**src/hw/rtl/qte_pkg.sv**
```systemverilog
// Shared types, constants and arctangent table for the quaternion to Euler converter.
`default_nettype none

package qte_pkg;

    localparam int SUM_W      = 35;
    localparam int CW         = 37;
    localparam int ZW         = 34;
    localparam int ISQ_W      = 58;
    localparam int ISQ_STEPS  = 29;
    localparam int NORM_STEPS = 5;
    localparam int ANG_W      = 16;

    localparam logic signed [SUM_W-1:0] ONE_Q28     = SUM_W'(64'sd268435456);
    localparam logic signed [ZW-1:0]    PI_Q30      = ZW'(64'sd3373259426);
    localparam logic signed [ZW-1:0]    HALF_PI_Q30 = ZW'(64'sd1686629713);
    localparam logic [28:0]             DEG_SCALE   = 29'd480631834;

    typedef struct packed {
        logic                    valid;
        logic                    zero;
        logic                    force_on;
        logic                    force_neg;
        logic signed [CW-1:0]    x;
        logic signed [CW-1:0]    y;
        logic signed [ZW-1:0]    z;
    } cordic_t;

    typedef struct packed {
        logic              valid;
        logic [ISQ_W-1:0]  n;
        logic [ISQ_W-1:0]  res;
    } sqrt_t;

    typedef struct packed {
        logic signed [SUM_W-1:0] sr;
        logic signed [SUM_W-1:0] cr;
        logic signed [SUM_W-1:0] sp;
        logic signed [SUM_W-1:0] sy;
        logic signed [SUM_W-1:0] cy;
        logic                    hi;
        logic                    lo;
    } side_t;

    function automatic logic [31:0] atan_entry(input int idx);
        logic [31:0] v;
        case (idx)
            0:  v = 32'd843314856;
            1:  v = 32'd497837829;
            2:  v = 32'd263043836;
            3:  v = 32'd133525158;
            4:  v = 32'd67021686;
            5:  v = 32'd33543515;
            6:  v = 32'd16775850;
            7:  v = 32'd8388437;
            8:  v = 32'd4194282;
            9:  v = 32'd2097149;
            10: v = 32'd1048575;
            11: v = 32'd524287;
            12: v = 32'd262143;
            13: v = 32'd131071;
            14: v = 32'd65535;
            15: v = 32'd32767;
            16: v = 32'd16383;
            17: v = 32'd8191;
            18: v = 32'd4095;
            19: v = 32'd2047;
            20: v = 32'd1023;
            21: v = 32'd511;
            22: v = 32'd255;
            23: v = 32'd127;
            24: v = 32'd63;
            25: v = 32'd31;
            26: v = 32'd15;
            27: v = 32'd8;
            28: v = 32'd4;
            29: v = 32'd2;
            default: v = 32'd0;
        endcase
        return v;
    endfunction

endpackage

`default_nettype wire

```
**src/hw/rtl/qte_sqrt_cell.sv**
```systemverilog
// One step of the pipelined integer square root: settles one result bit.
`default_nettype none

module qte_sqrt_cell
    import qte_pkg::*;
#(
    parameter int STAGE = 0
)
(
    input  wire logic  clk,
    input  wire logic  rst_n,
    input  wire logic  adv,
    input  wire sqrt_t din,
    output sqrt_t      dout
);

    localparam int SHIFT = 2 * (ISQ_STEPS - 1 - STAGE);
    localparam logic [ISQ_W-1:0] BIT = ISQ_W'(1) << SHIFT;

    sqrt_t cell_reg;
    sqrt_t cell_next;
    logic [ISQ_W-1:0] trial;

    always_comb
    begin
        trial           = din.res + BIT;
        cell_next.valid = din.valid;
        if (din.n >= trial)
        begin
            cell_next.n   = din.n - trial;
            cell_next.res = (din.res >> 1) + BIT;
        end
        else
        begin
            cell_next.n   = din.n;
            cell_next.res = din.res >> 1;
        end
    end

    always_ff @(posedge clk or negedge rst_n)
    begin
        if (!rst_n)
        begin
            cell_reg <= '0;
        end
        else if (adv)
        begin
            cell_reg <= cell_next;
        end
    end

    assign dout = cell_reg;

endmodule

`default_nettype wire

```
**config.mk**
```make
export PLATFORM = sky130hd
export DESIGN_NAME = qte_sqrt_cell
export DESIGN_NICKNAME = d
export VERILOG_FILES = /design/src/hw/rtl/qte_pkg.sv /design/src/hw/rtl/qte_sqrt_cell.sv
export SDC_FILE = /design/constraint.sdc
export NUM_CORES = 1
export LEC_CHECK = 0
export BUFFER_PORTS_ARGS = -buffer_cell sky130_fd_sc_hd__buf_2
export CORE_ASPECT_RATIO = 1.25
export CORE_MARGIN = 1.5
export CORE_UTILIZATION = 50
export CTS_BUF_LIST = sky130_fd_sc_hd__clkbuf_16
export DETAILED_ROUTE_END_ITERATION = 16
export PLACE_DENSITY = 0.85
export RECOVER_POWER = 25
export SYNTH_ARGS = -nofsm -noshare
export SYNTH_HDL_FRONTEND = slang
export SYNTH_SLANG_ARGS = --single-unit
```
**constraint.sdc**
```tcl
create_clock -name clk -period 0.9 [get_ports clk]
set_clock_uncertainty 0.05 [all_clocks]
set_input_delay 0.09 -clock clk [delete_from_list [all_inputs] [get_ports clk]]
set_output_delay 0.09 -clock clk [all_outputs]
set_load 0.02 [all_outputs]
```
==> results of run 1 <==
==> kinds of logic after synthesis <==
| family | after synthesis | synth area share |
|---|---|---|
| AND/OR/NAND/NOR | 302 | 0.158 |
| AO/OA/AOI/OAI | 275 | 0.217 |
| buffers and inverters | 132 | 0.0646 |
| flip-flops | 117 | 0.341 |
| multiplexers | 61 | 0.0796 |
| adder cells (fa/ha/maj) | 60 | 0.0882 |
| XOR/XNOR | 51 | 0.0520 |
==> per-stage QoR <==
stage	util	TNS (ns)
3_5_place_dp	0.707	-142.77
4_1_cts	0.887	-126.17
2_1_floorplan	-	-107.07
3_3_place_gp	0.707	-132.37
==> synth_stat cells, types with 6 or more instances <==
library cell    n
nand2_1       140
dfrtp_1       117
inv_1          77
nor2_1         70
a31oi_1        63
ha_1           59
mux2_2         59
a21oi_1        53
a21o_1         43
clkbuf_1       40
xnor2_1        38
o21ai_0        34
nand3_1        18
nand4_1        14
o21a_1         14
xor2_1         13
and3_1         11
o21bai_1       10
and2_1          8
nand2b_1        8
nor3_1          8
a211oi_1        7
a2bb2oi_1       7
buf_6           7
nor2b_1         7
buf_2           6
==> routing by layer <==
metal,GRT overflow,global-route usage
met1,2,0.728
met5,0,0.0682
met3,9,0.596
met2,105,0.978
met4,77,0.907
==> repair_timing <==
item                                    CTS
gates resized for setup                 305
hold buffers                            108
endpoints found under the setup margin  177
pin swaps                                72
cloned                                    3
setup buffers                            44
endpoints found under the hold margin   224
==> results.cfg, run 1 <==
[yosys]
yosysUniqueCellTypes = 64
syn_inst = 998
syn_nets = 1178
async_flop_share = 1.00
synth_warnings = 0
avgSynthCellArea_um2 = 8.61
synth-edff-count = 0
synth_top_area_frac = 0.341
synth-main-ff-cell = dfrtp_1
synth_area_leader_cell = dfrtp_1
synthTopCellsByArea = dfrtp_1, ha_1, mux2_2
seq_area_frac_synth = 0.341
ys_ff_latch = 117
synth_area_mm2 = 0.00859

[place]
dpl_worst_slack_ns = -2.42
gp_congestion = 0.940
io_buffers = 236
dp_cells = 1651
dpl_cell_area_mm2 = 0.0119
hpwlAfterDp_um = 22600

[status]
firstError = [ERROR GRT-0232] Routing congestion too high. Check the congestion heatmap in the GUI.
stop_stage = global routing (5_1_grt)
status = aborted with a tool error

[floorplan]
fp.dieW_um = 120
placementRows = 53
start_util = 0.510
die-height_um = 150
io-pin-count = 237

[clock_network]
clock_sinks = 117
cts_made_buffers = 17
clockBufferDepth = 2
root_buffer = clkbuf_16
h-tree-depth = 4

[timing]
grt-worst-endpoint = dout[79]$_DFFE_PN0P_/D
endpoint_type = sequential cell input

[global_routing]
grt_max_degree = 34
grt_overflow_total = 193
grt_util_all_layers = 0.777
==> run 2: changes to the inputs <==
CORE_ASPECT_RATIO = unset   (was 1.25)
CORE_UTILIZATION = 35   (was 50)
CTS_BUF_LIST = unset   (was sky130_fd_sc_hd__clkbuf_16)
PLACE_DENSITY = unset   (was 0.85)
PLACE_DENSITY_LB_ADDON = 0.15   (was unset)
==> run 2 against run 1 <==
Net effect:
- the flow now finishes, with violations (setup timing)
- synthesized cell count stayed put
- synthesized area unchanged
==> results.cfg, run 2 <==
[status]
status = finished, violations left
failed_checks = setup timing

[yosys]
yosys.area_share.adder = 0.0882
synth_warnings = 0
seq_area_frac_synth = 0.341
ys_ff_latch = 117
yosysUniqueCellTypes = 64
synth_top_family_by_area = compound AO/OA/AOI/OAI gates
synth_area_leader_cell = dfrtp_1
synthMuxAreaShare = 0.0796
synth-main-ff-cell = dfrtp_1
async_flop_share = 1.00
synth_area_mm2 = 0.00859
synthTopCellsByArea = dfrtp_1, ha_1, mux2_2
syn_inst = 998
synth_xor_xnor_area_share = 0.0520
synth-simple-area-share = 0.158
syn_nets = 1178
synth-edff-count = 0
synth-compound-area-share = 0.217
avgSynthCellArea_um2 = 8.61
synthTopCellsByCount = nand2_1, dfrtp_1, inv_1, nor2_1, a31oi_1
synth_top_area_frac = 0.341
synth_most_common_cell = nand2_1

[power_and_ir_drop]
switchingPower_mw = 8.40
power.internal_mw = 16.8
seqPwrFrac = 0.263
ir_worst_vdd_v = 0.00105
p_leak_nw = 7.65
power_switching_share = 0.334
p_clk_frac = 0.308
total_power_mw = 25.2
power_density_mw_per_mm2 = 1610
combinationalPowerShare = 0.429

[place]
io_buffers = 236
dp_cells = 1761
gp_congestion = 0.861
hpwlAfterDp_um = 22500
dpl_worst_slack_ns = -2.50

[floorplan]
die-height_um = 160
core_area_mm2 = 0.0242
io-pin-count = 237
start_util = 0.355
placementRows = 57
die_area_mm2 = 0.0255
fp.dieW_um = 160

[drt]
drtAntennaViolNets = 0
highest_layer = met4
drt_iter0_markers = 514
drt-total-wl_um = 32300
drt-met1-wl_um = 14700
met2_length_um = 15700
remaining_drc_errors = 0
first_pass_iters = 5
viasPerCell = 4.93
wire_per_inst_um = 16.4
vias = 9678
dr_wl_met3_um = 1320

[global_routing]
grt_pass1_vias = 10000
grt_pass1_wl_um = 50900
antenna_found_initial = 1
grt_max_degree = 47
grt_overflow_total = 0
grt_util_all_layers = 0.247

[setup_path]
cp.required_ns = 1.20
path_max_fanout = 8
r2r_slack_ns = -0.11
end_kind = flop
cp.arrival_ns = 2.93
worstSetupPathType = in -> reg
worstSetupStartpointType = input port

[timing]
worstMarginPinSlew_ns = 0.544
rsz0062_at_grt = yes
period_share = 2.92
totalNegativeSetupSlack_ns = -123.41
fin_crit_ns = 2.63
timing.slew.headroom = 0.637
drv_slew = 0
finalHoldViolations = 0
finalSetupViolCount = 188
final.setup.worst_slack_ns = -1.73
max_freq_mhz = 380

[clock_network]
root_buffer = clkbuf_16
clockBufferDepth = 2
h-tree-depth = 4
cts_tree = done
clock_latency_ns = 0.42
clk_pin_slew_worst_paths_ns = 0.06
clock_sinks = 117
cts_made_buffers = 17

[final_layout]
final_cell_mix = buf_4, buf_6, nand2_1
area_growth_pct = 81.5
final_common_cell = buf_4
n_fill_cell = 2013
largest_reg_flops = 117
fin_cells = 1964
finalNetCount = 1806
layout-drive-gt1-share = 0.440

[flow_run]
maxCapViolations = 0

[hold_path]
hp-class = in -> reg
## run 2: cell counts after synthesis
Identical to the previous run, type by type.
## run 2: final timing paths
check / from / end / depth (start not counted)
min in group asynchronous: rst_n / dout[22]$_DFFE_PN0P_ / 2
setup reg to reg: dout[108]$_DFFE_PN0P_ / dout[108]$_DFFE_PN0P_ / 4
hold / removal: din[67] / dout[67]$_DFFE_PN0P_ / 4
setup / recovery: din[58] / dout[95]$_DFFE_PN0P_ / 16
max in group asynchronous: rst_n / dout[99]$_DFFE_PN0P_ / 3
hold reg to reg: dout[49]$_DFFE_PN0P_ / dout[49]$_DFFE_PN0P_ / 1
## run 2: timing repair
item / in CTS / in global routing
setup buffers: 32 / 27
resized for setup: 275 / 67
pin swaps: 22 / 29
endpoints found under the setup margin: 177 / 183
hold endpoints to repair: 226 / 0
cloned: 1 / 2
hold buffers: 110 / 0
## run 2: cell type report
class                      count  area (um^2)  area share
clock buffer                  20          447      0.0286
timing repair buffer         662         5650       0.362
sequential                   117         2930       0.188
tap                          324          405      0.0260
inverter                      79          312      0.0200
multi-input combinational    749         5650       0.362
antenna                        1         2.50    0.000160
clock inverter                12          201      0.0129
## run 2: power by group through the flow
stage               Clock (mW)  Sequential, mW  Combinational [mW]
floorplan                    0            7.44                3.72
global placement             0            6.49                8.16
detailed placement           0            6.51                8.21
CTS                       7.87            6.59                10.1
global route              8.07            6.70                11.6
finish                    7.75            6.62                10.8
## run 2: per-stage QoR
stage               hold slack [ns]  cell area [um^2]   util
floorplan                    -0.256              8800      -
global placement             -0.106             12100  0.500
detailed placement           -0.104             12100  0.500
CTS                         0.00389             15100  0.623
global route                 0.0444             15600  0.645
finish                       0.0226             15600  0.645
## run 2: cell families (layout without fill, tap and decap cells)
kind of cell	Yosys count	count (layout)
mux	61	61
simple gates	302	302
other cells	0	1
flops	117	117
fa+ha+maj	60	60
buf+inv	132	773
xor+xnor	51	51
compound gates	275	275
## run 2: critical path, cell delays in order
cell and delay, ns:
buf_12 0.11, inv_12 0.04, ha_4 0.12, fa_2 0.19
and2b_2 0.24, o2111ai_4 0.24, a31oi_4 0.15, o2111ai_4 0.25
a31oi_4 0.12, a211o_1 0.31, a41o_4 0.24, a21oi_4 0.20
buf_4 0.19, clkbuf_16 0.18, nand2_1 0.06, a31oi_1 0.16
## run 2: per-layer routing
layer  global-route usage  vias to the layer above
met4               0.0729                        0
met2                0.424                      235
met3               0.0379                       42
met5                    0                        -
met1                0.322                     4598
li1                     -                     4803
No activity file was read; power rests on OpenSTA's default activity.
==> run 3: changes to the inputs <==
CELL_PAD_IN_SITES_DETAIL_PLACEMENT = 1   (was unset)
CELL_PAD_IN_SITES_GLOBAL_PLACEMENT = 2   (was unset)
CORE_UTILIZATION = 31   (was 35)
==> run 3 against run 2 <==
Net effect:
- the flow still finishes with violations (setup timing)
- clock power fell by 11%
- utilization fell by 7.1 points
- sequential share of layout area barely moved
- final cell count up 2.4%
- wire length increased by 16%
- sequential cell count did not move
- first-iteration DRC count fell by 12%
- critical path depth did not move
- final area shrank 0.18%
- fmax shrank 3.8%
- largest power group unchanged
==> results.cfg, run 3 (synthesis gave the netlist of run 2 again) <==
[status]
status = finished, violations left
failed_checks = setup timing

[clock_network]
root_buffer = clkbuf_16
clk_pin_slew_worst_paths_ns = 0.06
h-tree-depth = 4
clock_latency_ns = 0.41
clock_sinks = 117
clockBufferDepth = 2
cts_made_buffers = 17
cts_tree = done

[final_layout]
layout-drive-gt1-share = 0.454
final_common_cell = buf_4
largest_reg_flops = 117
fin_cells = 2011
regArea_mm2 = 0.00293
n_fill_cell = 3153
multi_input_area_mm2 = 0.00570
finalNetCount = 1807
area_growth_pct = 81.2
final_cell_mix = buf_4, nand2_1, buf_6

[place]
dp_cells = 1812
io_buffers = 236
hpwlAfterDp_um = 25700
gp_congestion = 0.868

[timing]
fin_crit_ns = 2.73
finalSetupViolCount = 218
finalHoldViolations = 0
timing.slew.headroom = 0.588
period_share = 3.04
final.setup.worst_slack_ns = -1.83
worstMarginPinSlew_ns = 0.618
totalNegativeSetupSlack_ns = -126.78
drv_slew = 0
rsz0062_at_grt = yes
max_freq_mhz = 366

[floorplan]
die_area_mm2 = 0.0287
die-height_um = 169
core_area_mm2 = 0.0271
placementRows = 60
start_util = 0.317
fp.dieW_um = 169
io-pin-count = 237

[global_routing]
grt_max_degree = 35
grt_pass1_vias = 11000
grt_pass1_wl_um = 57600
antenna_found_initial = 0
grt_overflow_total = 0
grt_util_all_layers = 0.255

[flow_run]
maxCapViolations = 0

[setup_path]
cp.arrival_ns = 2.98
worstSetupPathType = in -> reg
path_max_fanout = 5
cpLargestDelayFamily = compound AO/OA/AOI/OAI gates
crit_path_top_delay_cell = a211o_1
path_buf_inv = 4
end_kind = flop
worstSetupStartpointType = input port
max_stage_delay_ns = 0.32
critical_path.cell_chain = buf_12 -> inv_12 -> ha_4 -> fa_2 -> and2b_2 -> o2111ai_4 -> a31oi_4 -> o2111ai_2 -> a31oi_2 -> a211o_1 -> a41o_4 -> a21oi_4 -> inv_2 -> buf_12 -> ha_4 -> mux2_4
cp.required_ns = 1.15

[power_and_ir_drop]
power_density_mw_per_mm2 = 1580
p_leak_nw = 7.61
ir_worst_vdd_v = 0.000792

[drt]
drtAntennaViolNets = 0
viasPerCell = 4.92
first_pass_iters = 4
drt-total-wl_um = 37300
remaining_drc_errors = 0
vias = 9886
drt_iter0_markers = 453
wire_per_inst_um = 18.6

[hold_path]
hp-class = in -> reg
[run 3: cell types whose count changed in the layout (fill, tap and decap cells not counted), moves of 5 or more]
cell and change:
buf_4 +17, nand2_1 +9, a2bb2oi_1 -5, a2bb2oi_2 +5, nand2_2 -7, dlygate4sd3_1 -10
[run 3: worst paths after layout]
check / start / endpoint / slack, ns / depth (start not counted)
setup / recovery: din[58] / dout[56]$_DFFE_PN0P_ / -1.83 / 16
hold / removal: din[114] / dout[114]$_DFFE_PN0P_ / 0.02 / 4
setup reg to reg: dout[2]$_DFFE_PN0P_ / dout[2]$_DFFE_PN0P_ / -0.12 / 2
hold reg to reg: dout[94]$_DFFE_PN0P_ / dout[94]$_DFFE_PN0P_ / 0.47 / 2
max in group asynchronous: rst_n / dout[112]$_DFFE_PN0P_ / -0.01 / 3
min in group asynchronous: rst_n / dout[3]$_DFFE_PN0P_ / 0.16 / 2
[run 3: repair_timing]
action | in CTS | in global routing
hold endpoints to repair | 216 | 0
endpoints found under the setup margin | 177 | 181
resized for setup | 297 | 50
setup buffers | 34 | 35
hold buffers | 100 | 0
pin swaps | 24 | 29
[run 3: worst reg2reg max path: stages, from the launching register on]
cell     delay [ns]
dfrtp_1        0.42
buf_4          0.15
mux2_4         0.27
[run 3: power breakdown]
| part | switching (mW) | internal [mW] |
|---|---|---|
| logic | 5.24 | 5.78 |
| clock network | 2.81 | 4.06 |
| registers | 0.619 | 6.02 |
| total | 8.67 | 15.9 |
[run 3: final cells by class]
cell class / instances / area share
repair buffers: 663 / 0.360
well taps: 372 / 0.0299
multi-input cells: 749 / 0.366
inverters: 79 / 0.0200
diodes: 1 / 0.000161
clock inverters: 8 / 0.00490
flip-flops and latches: 117 / 0.188
clock buffers: 22 / 0.0311
[run 3: metrics by stage]
step                      utilization  worst slack, ns  cell area (um^2)  hold WS (ns)  power [mW]
after detailed placement        0.451            -2.39             12200       -0.0944        15.0
after floorplan                     -            -1.97              8800        -0.256        11.2
after global routing            0.574            -1.93             15600        0.0305        25.8
final                           0.575            -1.83             15600        0.0248        24.5
after global placement          0.451            -2.28             12200       -0.0910        14.8
after CTS                       0.557            -1.82             15100       0.00458        23.9
[run 3: metal layers]
metal  share of wire  up-vias  track usage  wire length [um]
met5               0        -            0                 0
met4           0.015        0       0.0712               563
met3           0.033       38       0.0354              1250
li1                -     4784            -                 -
met2            0.52      189        0.469             19500
met1            0.43     4875        0.311             16000
